--- src/design/sll_pkg.sv ---
`timescale 1ns / 1ps
// ============================================================================
// sll_pkg
// Shared types and constants for the static linked list engine: item codes,
// status codes, sequencer states and the storage write-enable group.
// ============================================================================
package sll_pkg;

   // Fixed widths of the transfer payload fields.
   localparam int KIND_WIDTH   = 2;
   localparam int POS_WIDTH    = 7;
   localparam int WORD_WIDTH   = 32;
   localparam int STATUS_WIDTH = 2;

   // Node 1 is the list head; node 0 is the null link.
   localparam int HEAD_NODE  = 1;
   localparam int FIRST_FREE = 2;

   typedef enum logic [KIND_WIDTH-1:0] {
      KIND_CLEAR  = 2'd0,
      KIND_INSERT = 2'd1,
      KIND_DELETE = 2'd2,
      KIND_READ   = 2'd3
   } sll_kind_type;

   typedef enum logic [STATUS_WIDTH-1:0] {
      STATUS_OK      = 2'd0,
      STATUS_BAD_POS = 2'd1,
      STATUS_FULL    = 2'd2
   } sll_status_type;

   typedef enum logic [2:0] {
      ST_IDLE,
      ST_WALK,
      ST_INS,
      ST_INS_LINK,
      ST_DEL,
      ST_DEL_LINK,
      ST_RESP
   } sll_state_type;

   // Write enables for the node storage.
   typedef struct packed {
      logic link_we;
      logic data_we;
   } sll_wr_en_type;

endpackage

--- src/design/sll_store.sv ---
`timescale 1ns / 1ps
// ============================================================================
// sll_store
// Node storage: a link memory and a data memory, each with one write port
// and one shared read address, read data registered.
// ============================================================================
module sll_store #(
   parameter int NODE_COUNT  = 128,
   parameter int VALUE_WIDTH = 32
) (
   input  logic                          clock,
   input  sll_pkg::sll_wr_en_type        wr_en,
   input  logic [$clog2(NODE_COUNT)-1:0] rd_addr,
   input  logic [$clog2(NODE_COUNT)-1:0] link_waddr,
   input  logic [$clog2(NODE_COUNT)-1:0] link_wdata,
   input  logic [$clog2(NODE_COUNT)-1:0] data_waddr,
   input  logic [VALUE_WIDTH-1:0]        data_wdata,
   output logic [$clog2(NODE_COUNT)-1:0] link_rdata,
   output logic [VALUE_WIDTH-1:0]        data_rdata
);
   import sll_pkg::*;

   localparam int IW = $clog2(NODE_COUNT);

   logic [IW-1:0]          link_mem_ff [NODE_COUNT];
   logic [VALUE_WIDTH-1:0] data_mem_ff [NODE_COUNT];
   logic [IW-1:0]          link_rdata_ff;
   logic [VALUE_WIDTH-1:0] data_rdata_ff;

   // Link memory: one write and one registered read per cycle.
   always_ff @(posedge clock) begin
      if (wr_en.link_we) begin
         link_mem_ff[link_waddr] <= link_wdata;
      end
      link_rdata_ff <= link_mem_ff[rd_addr];
   end

   // Data memory: same organization, same read address.
   always_ff @(posedge clock) begin
      if (wr_en.data_we) begin
         data_mem_ff[data_waddr] <= data_wdata;
      end
      data_rdata_ff <= data_mem_ff[rd_addr];
   end

   assign link_rdata = link_rdata_ff;
   assign data_rdata = data_rdata_ff;

endmodule
--- config.mk ---
export PLATFORM = sky130hd
export DESIGN_NAME = sll_store
export DESIGN_NICKNAME = d
export VERILOG_FILES = /design/src/design/sll_pkg.sv /design/src/design/sll_store.sv
export SDC_FILE = /design/constraint.sdc
export NUM_CORES = 2
export LEC_CHECK = 0
export BUFFER_PORTS_ARGS = -buffer_cell sky130_fd_sc_hd__buf_2
export CORE_ASPECT_RATIO = 0.7
export CORE_UTILIZATION = 40
export DETAILED_ROUTE_END_ITERATION = 6
export GPL_ROUTABILITY_DRIVEN = 0
export HOLD_SLACK_MARGIN = 0.15
export PLACE_DENSITY_LB_ADDON = 0.2
export SLEW_MARGIN = 20
export SYNTH_ARGS = -nofsm -noshare
export SYNTH_HDL_FRONTEND = slang
export SYNTH_MEMORY_MAX_BITS = 65536
export SYNTH_SLANG_ARGS = --single-unit
--- constraint.sdc ---
create_clock -name clock -period 12.5 [get_ports clock]
set_input_delay 3.125 -clock clock [delete_from_list [all_inputs] [get_ports clock]]
set_output_delay 3.125 -clock clock [all_outputs]
set_load 0.05 [all_outputs]
After elaboration in Yosys (flattened, before gate mapping)
Memories as Yosys holds them, arrays and structs flattened. A register that Yosys moved wholly into a read port is not among the register bits.
Index checks and enable logic that the tools add are counted.
{ "word_totals": {"input_bits": 63, "ram_bits": 4992, "regBits": 0, "output_inout_bits": 39, "memories": 2} }
{ "op_classes": {"mux": 4} }
{ "memory_table": {"columns": ["name", "depth", "width", "rd", "rd_ports_with_merged_regs", "write_ports", "line_no", "rtl"], "rows": [
  ["data_mem_ff", 128, 32, 1, 1, 1, "sll_store.sv:26", "logic [VALUE_WIDTH-1:0] data_mem_ff [NODE_COUNT];"],
  ["link_mem_ff", 128, 7, 1, 1, 1, "sll_store.sv:25", "logic [IW-1:0] link_mem_ff [NODE_COUNT];"]
]} }
{ "op_table": {"columns": ["op", "n"], "rows": [
  ["1-bit two-way mux", 4]
]} }

Longest topological paths before layout
{ "depth": {"ltp_word": 2, "depth_mapped": 8, "depth_no_buf": 4} }

Worst setup path before layout
Ideal clock, no wire load.
{ "synth_path": {"path_kind": "in2reg", "start": "input port data_waddr[5]", "end": "memory data_mem_ff[120][0] (enable)", "t_arrival_ps": 5675, "cell_stages": 3, "slack_ps": 6364, "n_path_buf": 0, "path_cell_list": "and4_1 -> nand3b_1 -> nor3_1"} }
{ "synth_lines": {"columns": ["element", "line_no", "rtl"], "rows": [
  ["from (decl)", "sll_store.sv:16", "input logic [$clog2(NODE_COUNT)-1:0] data_waddr,"],
  ["to (decl)", "sll_store.sv:26", null]
]} }
Straight into the memory's write port.

==> out/metrics.cfg <==
[clock_tree]
clkLatencyLatePin_ns=0.99
cts.clk_slew.worst_paths_ns=0.07
cts_max_level=5
clock_sinks=5031
clockBufferDepth=4
numCtsBuffers=463
post_cts_buffers=0
root_buffer=sky130_fd_sc_hd__clkbuf_16
clock_tree_from_tritoncts=built
post_cts_resize_count=0
ctsHoldBuffers=0

[power_and_ir_drop]
fin_total_pwr_mw=34.70
power.density_nw_per_um2=160.6
p_leak_nw=65.23
power.ir.vdd_worst_mv=0.1230

[sta]
timing_max_transition_violations_final=0
timing.final.ws_setup_ns=5.687
fin_crit_ns=6.813
final.hold.worst_slack_ns=1.133
fmax_mhz=146.8
max_slew_margin_pct=16.91
hold_viol=0
timing.final.crit_share_pct=54.51
setup-tns-final_ns=0
tightestPinTransition_ns=1.243
clock_skew_ns=0.06832
unrepaired_setup_endpoints_after_global_routing=false
setup_viol_count_final=0

[synthesis]
synth_edf_count=4992
synth_cell_types=18
synth_seq_cells=5031
avgSynthCellArea_um2=25.68
yosys.area_share.xor_xnor_pct=0
area_fraction_of_the_dominant_cell_type_after_synthesis_pct=78.48
post_synth_mux_area_share_pct=19.54
ys_top_cells_by_count=sky130_fd_sc_hd__edfxtp_1 (4992), sky130_fd_sc_hd__mux4_2 (1638), sky130_fd_sc_hd__nor2_1 (257)
synth-simple-area-share_pct=0.7206
synth.cell_area_um2=191000
ys_dominant_reg_cell=sky130_fd_sc_hd__edfxtp_1
number_of_standard_cells_after_synthesis=7438
synth-adder-area-share_pct=0
cell_type_contributing_the_most_total_cell_area_after_synthesis=sky130_fd_sc_hd__edfxtp_1
synthTopCellsByArea=sky130_fd_sc_hd__edfxtp_1 (78%), sky130_fd_sc_hd__mux4_2 (19%), sky130_fd_sc_hd__nor2_1 (0.51%)
synth-warning-count=0
largest_family_of_logic_cells_by_synthesized_area=multiplexers
synth_async_sr_flop_share_pct=0
mappedNetlistNets=7501
ys_seq_area_share_pct=78.89
yosys.cell_count.top_type=sky130_fd_sc_hd__edfxtp_1
synth_compound_area_share_pct=0

[grt]
antenna_found_initial=69
maximum_number_of_pins_on_one_net_before_global_route_repair=136
remaining_global_route_overflow=0
first_global_vias=87231
grt_use_total_pct=22.72
wire_length_of_the_first_global_routing_pass_mm=750.3

[detailed_routing]
remaining_drc_errors=0
dr_total_vias=88415
drt-vias-per-instance=6.068
drt_first_iter_violations=13151
antenna_violating_nets_remaining=0
wl_per_cell_um=37.83
routed_wl_mm=551.2
detailedRoute.firstPassIterationCount=5

[setup_path]
critPathLaunchType=primary input
critical_path_peak_fanout=94
ff2ff_path_depth=4
regToRegEndpoint=data_rdata[20]$_DFF_P_
cp-end-kind=register
timing.critical_path.arrival_ns=7.66
worstPathRequired_ns=13.35
worst_setup_slack_for_register_to_register_paths_ns=9.61
criticalPathCategory=primary input to register
worstSetupEndpoint=data_rdata[14]$_DFF_P_
regToRegStartpoint=data_mem_ff[127][20]$_DFFE_PP_
critPathLaunch=rd_addr[0]

[placed_design]
placement.io_buffers=101
place_area_um2=201000
detailedPlacementHpwl_mm=302.7
placedCellCount=13675
pre_cts_slack_ns=4.686

[floorplanning]
dieWidth_um=827.9
placeableCoreArea_um2=473600
die_h_um=580.2
initial_utilization_pct=40.33
rows=211
io_pins=102
die-area_um2=480300

[run]
cap_viol_max_count=0

[layout]
finalNetCount=7922
finish.instance_area_um2=216000
areaGrowthSynthToFinish_pct=13.11
post-route-util_pct=45.62
fin_cells=14571
nFillCells=38641
post_route_cells_drive_above_1_share_pct=34.36

[worst_hold_path]
worst_hold_path_type=register to register

[outcome]
result_of_the_run=completed

[sequential cells by signal, indices dropped and copies added (netlist names)]
register     flops
data_rdata      32
data_mem_ff   4096
link_rdata       7
link_mem_ff    896
[power breakdown]
| group | switching, mW | internal (mW) |
|---|---|---|
| combinational | 1.24 | 0.672 |
| clock | 6.24 | 7.85 |
| sequential | 0.0672 | 18.6 |
[cells by family (layout without fill, tap and decap cells)]
logic type | after synthesis | after routing
buf+inv | 393 | 1195
flops | 5031 | 5031
mux | 1677 | 1677
other cells | 0 | 48
simple gates | 337 | 337
[placed cells by master, fill, tap and decap left out, types with 39 or more instances in the layout]
cell type	n
sky130_fd_sc_hd__clkbuf_1	103
sky130_fd_sc_hd__dfxtp_1	39
sky130_fd_sc_hd__edfxtp_1	4992
sky130_fd_sc_hd__nor2_1	126
sky130_fd_sc_hd__mux4_2	1638
sky130_fd_sc_hd__mux2_2	39
sky130_fd_sc_hd__clkinv_2	103
sky130_fd_sc_hd__bufinv_16	39
sky130_fd_sc_hd__diode_2	48
sky130_fd_sc_hd__clkinv_1	81
sky130_fd_sc_hd__nor2_4	126
sky130_fd_sc_hd__clkbuf_16	470
sky130_fd_sc_hd__buf_4	263
sky130_fd_sc_hd__buf_2	56
[layout make-up]
class	count	area (um2)	share of cell area, %
well taps	6283	7861	3.639
multi-input cells	2014	39720	18.38
clock buffers	600	12520	5.795
diodes	48	120.1	0.05560
clock inverters	246	2320	1.074
repair buffers	349	2826	1.308
flip-flops and latches	5031	150700	69.75
[worst min-delay path by stage]
stage	start	to	cells past startpoint
finish	data_mem_ff[101][25]$_DFFE_PP_	data_rdata[25]$_DFF_P_	4
global route	data_mem_ff[68][17]$_DFFE_PP_	data_rdata[17]$_DFF_P_	4
CTS	data_mem_ff[101][25]$_DFFE_PP_	data_rdata[25]$_DFF_P_	4
detailed placement	data_mem_ff[101][25]$_DFFE_PP_	data_rdata[25]$_DFF_P_	4
global placement	data_mem_ff[116][25]$_DFFE_PP_	data_rdata[25]$_DFF_P_	4
floorplan	data_mem_ff[36][0]$_DFFE_PP_	data_rdata[0]$_DFF_P_	4
[critical path, stage by stage]
cell and delay [ns]:
sky130_fd_sc_hd__buf_12 0.57, sky130_fd_sc_hd__buf_4 0.56, sky130_fd_sc_hd__buf_4 0.60, sky130_fd_sc_hd__mux4_2 0.64
sky130_fd_sc_hd__mux4_2 0.63, sky130_fd_sc_hd__mux4_2 0.75, sky130_fd_sc_hd__mux2_2 0.35
[metal layers]
| metal | global-route usage [%] | routed length (um) | vias up | part of all wire, % |
|---|---|---|---|---|
| met5 | 0 | 132 | - | 0.024 |
| met4 | 4.757 | 12390 | 20 | 2.2 |
| met3 | 4.876 | 56350 | 681 | 10 |
| met2 | 32.69 | 241400 | 4760 | 44 |
| met1 | 35.83 | 240900 | 49459 | 44 |
| li1 | - | - | 33495 | - |
No activity file was read; power rests on OpenSTA's default activity.
